$ cat config.mk
export PLATFORM = sky130hd
export DESIGN_NAME = stable_window_minimum_target
export DESIGN_NICKNAME = d
export VERILOG_FILES = /design/src/swmt_pkg.sv /design/src/swmt_cell.sv /design/src/swmt_div.sv /design/src/stable_window_minimum_target.sv
export SDC_FILE = /design/constraint.sdc
export NUM_CORES = 1
export LEC_CHECK = 0
export ABC_AREA = 1
export BUFFER_PORTS_ARGS = -buffer_cell sky130_fd_sc_hd__buf_4
export CAP_MARGIN = 25
export CORE_MARGIN = 3
export CORE_UTILIZATION = 31
export CTS_BUF_LIST = sky130_fd_sc_hd__clkbuf_8 sky130_fd_sc_hd__clkbuf_16
export DETAILED_ROUTE_END_ITERATION = 10
export PLACE_DENSITY = 0.41
export SLEW_MARGIN = 40
export SYNTH_ARGS = -nofsm -noshare
export SYNTH_HDL_FRONTEND = slang
export SYNTH_SLANG_ARGS = --single-unit
$ cat constraint.sdc
create_clock -name clk -period 5.1 [get_ports clk]
set_input_delay 0.51 -clock clk [delete_from_list [all_inputs] [get_ports clk]]
set_output_delay 0.51 -clock clk [all_outputs]
set_load 0.01 [all_outputs]
$ cat src/swmt_pkg.sv
`default_nettype none
package swmt_pkg;

  localparam int DATA_W = 16;
  localparam int WINDOW_LEN_DEF = 8;
  localparam logic [DATA_W-1:0] SPREAD_LIMIT_RST = 16'd16;
  localparam logic [DATA_W-1:0] RANGE_LO_INIT = '1;
  localparam logic [DATA_W-1:0] RANGE_HI_INIT = '0;

  typedef struct packed {
    logic [DATA_W-1:0] lo;
    logic [DATA_W-1:0] hi;
  } range_t;

  typedef enum logic [1:0] {
    ST_IDLE,
    ST_SCAN,
    ST_DIV,
    ST_DONE
  } state_t;

endpackage
`default_nettype wire

$ cat src/swmt_cell.sv
`default_nettype none
module swmt_cell import swmt_pkg::*; #(
  parameter int SUM_W = DATA_W + 3
) (
  input  wire logic              clk,
  input  wire logic              shift_en,
  input  wire logic [DATA_W-1:0] smp_i,
  output logic      [DATA_W-1:0] smp_o,
  input  wire logic [SUM_W-1:0]  sum_i,
  input  wire range_t            rng_i,
  output logic      [SUM_W-1:0]  sum_o,
  output range_t                 rng_o
);

  logic [DATA_W-1:0] val_r;
  logic [SUM_W-1:0]  sum_r;
  range_t            rng_r;

  always_ff @(posedge clk) begin
    if (shift_en) begin
      val_r <= smp_i;
    end
  end

  // partial sum / min / max moves one cell per cycle
  always_ff @(posedge clk) begin
    sum_r    <= sum_i + SUM_W'(val_r);
    rng_r.lo <= (val_r < rng_i.lo) ? val_r : rng_i.lo;
    rng_r.hi <= (val_r > rng_i.hi) ? val_r : rng_i.hi;
  end

  assign smp_o = val_r;
  assign sum_o = sum_r;
  assign rng_o = rng_r;

endmodule
`default_nettype wire

$ cat src/swmt_div.sv
`default_nettype none
module swmt_div import swmt_pkg::*; #(
  parameter int WINDOW_LEN = WINDOW_LEN_DEF
) (
  input  wire logic                                       clk,
  input  wire logic                                       start,
  input  wire logic [DATA_W+$clog2(WINDOW_LEN)-1:0]       sum_i,
  output logic      [DATA_W-1:0]                          quot
);

  localparam int LW      = $clog2(WINDOW_LEN);
  localparam int SUM_W   = DATA_W + LW;
  localparam int SHIFT   = SUM_W + LW;
  localparam int RECIP_W = SUM_W + 1;
  localparam int PROD_W  = SHIFT + DATA_W;
  localparam longint unsigned RECIP_FULL =
    ((64'd1 << SHIFT) + 64'(WINDOW_LEN) - 64'd1) / 64'(WINDOW_LEN);
  localparam logic [RECIP_W-1:0] RECIP = RECIP_W'(RECIP_FULL);

  logic [PROD_W-1:0] prod;
  logic [DATA_W-1:0] quo_r;

  // sum / WINDOW_LEN as a multiply by the rounded-up reciprocal, exact over the sum range
  assign prod = PROD_W'(sum_i) * PROD_W'(RECIP);

  always_ff @(posedge clk) begin
    if (start) begin
      quo_r <= prod[SHIFT +: DATA_W];
    end
  end

  assign quot = quo_r;

endmodule
`default_nettype wire

$ cat src/stable_window_minimum_target.sv
// While the window fills, an accepted item goes from ST_IDLE straight to ST_DONE; once it
// is full, it passes ST_SCAN (partial-sum chain pass) and ST_DIV (reciprocal-multiply mean).
// ST_DONE loads the result once the output register is free; only ST_IDLE takes an item.
// A waiting result sits in the output register while the next item is taken.
// Reset (rst_n low, synchronous): window empty, target 0, spread_limit 16.
`default_nettype none
module stable_window_minimum_target import swmt_pkg::*; #(
  parameter int WINDOW_LEN = WINDOW_LEN_DEF
) (
  input  wire logic              clk,
  input  wire logic              rst_n,
  input  wire logic              cfg_we,
  input  wire logic [DATA_W-1:0] cfg_wdata,   // spread_limit
  input  wire logic              in_tvalid,
  output logic                   in_tready,
  input  wire logic [15:0]       in_tdata,    // [15:0] sample
  output logic                   out_tvalid,
  input  wire logic              out_tready,
  output logic      [31:0]       out_tdata,   // [15:0] target, [31:16] window_mean
  output logic      [1:0]        out_tuser    // [0] window_full, [1] steady
);

  localparam int SUM_W  = DATA_W + $clog2(WINDOW_LEN);
  localparam int FILL_W = $clog2(WINDOW_LEN + 1);
  localparam int SCAN_W = $clog2(WINDOW_LEN + 1);
  localparam logic [FILL_W-1:0] FILL_MAX  = FILL_W'(WINDOW_LEN);
  localparam logic [FILL_W-1:0] FILL_LAST = FILL_W'(WINDOW_LEN - 1);
  localparam logic [SCAN_W-1:0] SCAN_LAST = SCAN_W'(WINDOW_LEN);

  state_t            state_r, state_nxt;
  logic [FILL_W-1:0] fill_r;
  logic [SCAN_W-1:0] scan_cnt_r;
  logic              eval_r;
  logic [DATA_W-1:0] held_r, held_nxt;
  logic [DATA_W-1:0] limit_r;
  logic              out_tvalid_r;
  logic [31:0]       out_tdata_r;
  logic [1:0]        out_tuser_r;

  logic              accept, eval_now, scan_last, out_free, out_load, div_start;
  logic [DATA_W-1:0] mean, spread, res_mean;
  logic              steady, res_steady;

  logic [DATA_W-1:0] smp_q [WINDOW_LEN];
  logic [SUM_W-1:0]  sum_q [WINDOW_LEN+1];
  range_t            rng_q [WINDOW_LEN+1];

  assign sum_q[0]    = '0;
  assign rng_q[0].lo = RANGE_LO_INIT;
  assign rng_q[0].hi = RANGE_HI_INIT;

  for (genvar i = 0; i < WINDOW_LEN; i++) begin : g_cell
    swmt_cell #(.SUM_W(SUM_W)) u_cell (
      .clk      (clk),
      .shift_en (accept),
      .smp_i    ((i == 0) ? in_tdata[DATA_W-1:0] : smp_q[(i == 0) ? 0 : i-1]),
      .smp_o    (smp_q[i]),
      .sum_i    (sum_q[i]),
      .rng_i    (rng_q[i]),
      .sum_o    (sum_q[i+1]),
      .rng_o    (rng_q[i+1])
    );
  end

  swmt_div #(.WINDOW_LEN(WINDOW_LEN)) u_div (
    .clk   (clk),
    .start (div_start),
    .sum_i (sum_q[WINDOW_LEN]),
    .quot  (mean)
  );

  assign accept    = in_tvalid && in_tready;
  assign eval_now  = fill_r >= FILL_LAST;
  assign scan_last = scan_cnt_r == SCAN_LAST;
  assign out_free  = !out_tvalid_r || out_tready;

  always_comb begin
    state_nxt = state_r;
    case (state_r)
      ST_IDLE: begin
        if (in_tvalid) begin
          state_nxt = eval_now ? ST_SCAN : ST_DONE;
        end
      end
      ST_SCAN: begin
        if (scan_last) begin
          state_nxt = ST_DIV;
        end
      end
      ST_DIV: begin
        state_nxt = ST_DONE;
      end
      ST_DONE: begin
        if (out_free) begin
          state_nxt = ST_IDLE;
        end
      end
      default: state_nxt = ST_IDLE;
    endcase
  end

  always_comb begin
    in_tready = 1'b0;
    div_start = 1'b0;
    out_load  = 1'b0;
    case (state_r)
      ST_IDLE: in_tready = 1'b1;
      ST_SCAN: div_start = scan_last;
      ST_DIV:  ;
      ST_DONE: out_load  = out_free;
      default: ;
    endcase
  end

  assign spread     = rng_q[WINDOW_LEN].hi - rng_q[WINDOW_LEN].lo;
  assign steady     = spread <= limit_r;
  assign res_mean   = eval_r ? mean : '0;
  assign res_steady = eval_r && steady;

  always_comb begin
    held_nxt = held_r;
    if (eval_r) begin
      if (held_r == '0) begin
        held_nxt = mean;
      end else if (held_r > mean && steady) begin
        held_nxt = mean;
      end
    end
  end

  always_ff @(posedge clk) begin
    if (!rst_n) begin
      state_r      <= ST_IDLE;
      fill_r       <= '0;
      scan_cnt_r   <= '0;
      eval_r       <= 1'b0;
      held_r       <= '0;
      limit_r      <= SPREAD_LIMIT_RST;
      out_tvalid_r <= 1'b0;
    end else begin
      state_r <= state_nxt;
      if (cfg_we) begin
        limit_r <= cfg_wdata;
      end
      if (accept) begin
        eval_r     <= eval_now;
        scan_cnt_r <= '0;
        if (fill_r != FILL_MAX) begin
          fill_r <= fill_r + 1'b1;
        end
      end else if (state_r == ST_SCAN) begin
        scan_cnt_r <= scan_cnt_r + 1'b1;
      end
      if (out_load) begin
        held_r       <= held_nxt;
        out_tvalid_r <= 1'b1;
      end else if (out_tready) begin
        out_tvalid_r <= 1'b0;
      end
    end
  end

  always_ff @(posedge clk) begin
    if (out_load) begin
      out_tdata_r <= {res_mean, held_nxt};
      out_tuser_r <= {res_steady, eval_r};
    end
  end

  assign out_tvalid = out_tvalid_r;
  assign out_tdata  = out_tdata_r;
  assign out_tuser  = out_tuser_r;

endmodule
`default_nettype wire

==> results_dict.tcl <==
set metrics [dict create \
    run_status "finished clean" \
    rows 115 \
    io_buffer_count 72 \
    p_leak_nw 16.9 \
    crit_fanout 17 \
    die_w_um 322 \
    synth_common_cells "744 x nand2_1, 528 x inv_1, 443 x dfxtp_1" \
    tightest_slew_ps 757 \
    async_flop_share_pct 0 \
    slew_headroom_pct 49.6 \
    min_period_over_period_pct 75.2 \
    grt.overflow.total 0 \
    finalCriticalPeriod_ps 3830 \
    antenna_found_initial 0 \
    antenna_cells 0 \
    cts_root_buffer "clkbuf_16" \
    hp-class "in2reg" \
    clk_pin_slew_ps 60 \
    cp.required_ps 5660 \
    netlist_top_cells_area "dfxtp_1 29%, edfxtp_1 17%, ha_1 15%" \
    cap_violations 0 \
    synth.cell_area_sq_um 30900 \
    grt_usage_pct 15.5 \
    synth_cells 3528 \
    yosys.area.top_type "dfxtp_1" \
    syn_to_final_growth_pct 14.0 \
    cp_cell_sequence "inv_1 > ha_1 > a21o_1 > a31oi_1 > o21ai_1 > a21oi_1 > o21ai_1 > xor2_1 > ha_1 > a21oi_1 > o21ai_0 > a21oi_1 > nand2_1 > nand2_1 > nand3_4 > nand2_4 > nand2_1 > nand3_1 > nand2_1 > inv_1" \
    fin_area_sq_um 35300 \
    yosys_warnings 0 \
    grt_pass1_vias 22800 \
    cts.sinks 621 \
    cts_setup_buffers 0 \
    synth-main-ff-cell "dfxtp_1" \
    core_area_sq_um 98700 \
    yosysSeqAreaShare_pct 46.0 \
    crit_family "compound AO/OA/AOI/OAI gates" \
    avgViaCountPerCell 4.44 \
    path_buf_inv 2 \
    synth.most_common_cell "nand2_1" \
    drive_gt1_share_pct 7.02 \
    post_dp_cell_area_sq_um 32800 \
    hold_viol_final 0 \
    num_vias 22000 \
    drtIter0Drc 839 \
    post_cts_resized 0 \
    cp_slowest_cell "nand2_4" \
    path_common_cell "nand2_1" \
    routed_wl_mm 79.4 \
    path_class "reg2reg" \
    ys_seq_elements 621 \
    p_per_area_nw_per_um2 755 \
    hpwl_mm 62.4 \
    finalSetupViolations 0 \
    dp.cells 4812 \
    critPathLaunchType "flip-flop" \
    hold_buffers 0 \
    final_core_util_pct 35.7 \
    drt_pass1_iterations 5 \
    nets 4028 \
    antenna_left 0 \
    wl_per_cell_um 16.1 \
    fin_setup_tns_ps 0 \
    initial_core_util_pct 31.3 \
    grt_pass1_wl_mm 126 \
    cts_tree "built" \
    synth.distinct_cells 54 \
    crit_arrival_ps 4400 \
    fin_worst_hold_slack_ps 66.7 \
    slew_violations 0 \
    synth_nets 3955 \
    rsz0062_at_grt "no" \
    drc_errors 0 \
    dieHeight_um 322 \
    power.total_mw 26.6 \
    instances_no_fill 4947 \
    numCtsBuffers 74 \
    clk_latency_ps 620 \
    cts_max_level 3 \
    critical_path.max_stage_delay_ps 350 \
    finalWeightedCongestion 0.831 \
    clock_skew_ps 17.0 \
    ctsLongestPathBuffers 3 \
    peakVddDrop_uv 221 \
    pre_cts_slack_ps 1220 \
    fmax_mhz 261 \
    synth_area_per_cell_sq_um 8.77 \
    die-area_sq_um 104000 \
    grt_max_degree 81 \
    synth_edf_count 178 \
    io_pins 73 \
    cp-end-kind "flip-flop" \
    yosysTopAreaCellShare_pct 28.7 \
    timing.final.ws_setup_ps 1270 \
]
placed cells by master (no fill, tap or decap), types with 11 or more instances in the layout:
cell type and n:
a21o_1 20, a31oi_1 13, xor2_1 83, o21ai_2 11
inv_1 548, a21oi_1 265, nand4_1 45, o21ai_0 210
o211ai_1 11, clkinv_2 12, ha_1 383, nand2_1 739
o21ai_1 18, edfxtp_1 178, o31ai_1 13, clkbuf_16 79
buf_4 84, nor2_1 108, xnor2_1 41, dfxtp_1 443
nand2_2 27, nand3_1 203, nor3_1 18
state kept, by name, summed over array words and instances (netlist names):
signal,flops
eval_r,1
fill_r,4
g_cell.u_cell.rng_o,256
g_cell.u_cell.smp_o,128
g_cell.u_cell.sum_o,143
held_r,16
limit_r,16
out_tdata,32
out_tuser,2
out_tvalid,1
scan_cnt_r,4
state_r,2
u_div.quot,16
kinds of logic (layout without fill, tap and decap cells):
family	Yosys count	in the layout	share of synthesized area [%]
buffers and inverters	619	751	7.73
adder cells (fa/ha/maj)	390	390	15.9
AO/OA/AOI/OAI	610	610	10.9
flip-flops	621	621	46.0
AND/OR/NAND/NOR	1164	1164	16.0
XOR/XNOR	124	124	3.51
final timing paths:
| check | start | end | slack, ps | depth (start not counted) |
|---|---|---|---|---|
| setup / recovery | g_cell[7].u_cell.rng_o[18]$_DFF_P_ | held_r[10]$_SDFFE_PN0P_ | 1270 | 20 |
| hold / removal | in_tdata[9] | g_cell[0].u_cell.smp_o[9]$_DFFE_PP_ | 70 | 1 |
| setup reg to reg | g_cell[7].u_cell.rng_o[18]$_DFF_P_ | held_r[10]$_SDFFE_PN0P_ | 1270 | 20 |
| hold reg to reg | g_cell[7].u_cell.sum_o[5]$_DFF_P_ | u_div.quot[2]$_DFFE_PP_ | 400 | 0 |
routing by layer:
| layer | up-vias | GRT usage, % | wire length [um] |
|---|---|---|---|
| met5 | - | 0 | 0 |
| met3 | 118 | 2.02 | 1840 |
| met2 | 237 | 30.3 | 42400 |
| li1 | 11800 | - | - |
| met4 | 0 | 4.58 | 2060 |
| met1 | 9788 | 17.3 | 33100 |
report_power, final:
part | switching, mW | internal [mW]
logic | 7.94 | 4.65
registers | 1.40 | 7.37
clock network | 2.08 | 3.18
total | 11.4 | 15.2
cell type report:
class | instances | area, sq um
fill | 10300 | 63400
multi-input combinational | 2288 | 14300
sequential | 621 | 14200
clock buffer | 89 | 2110
inverter | 531 | 2000
tap | 1287 | 1610
timing repair buffer | 85 | 651
clock inverter | 46 | 333
Power figures use the tool's default switching activity.
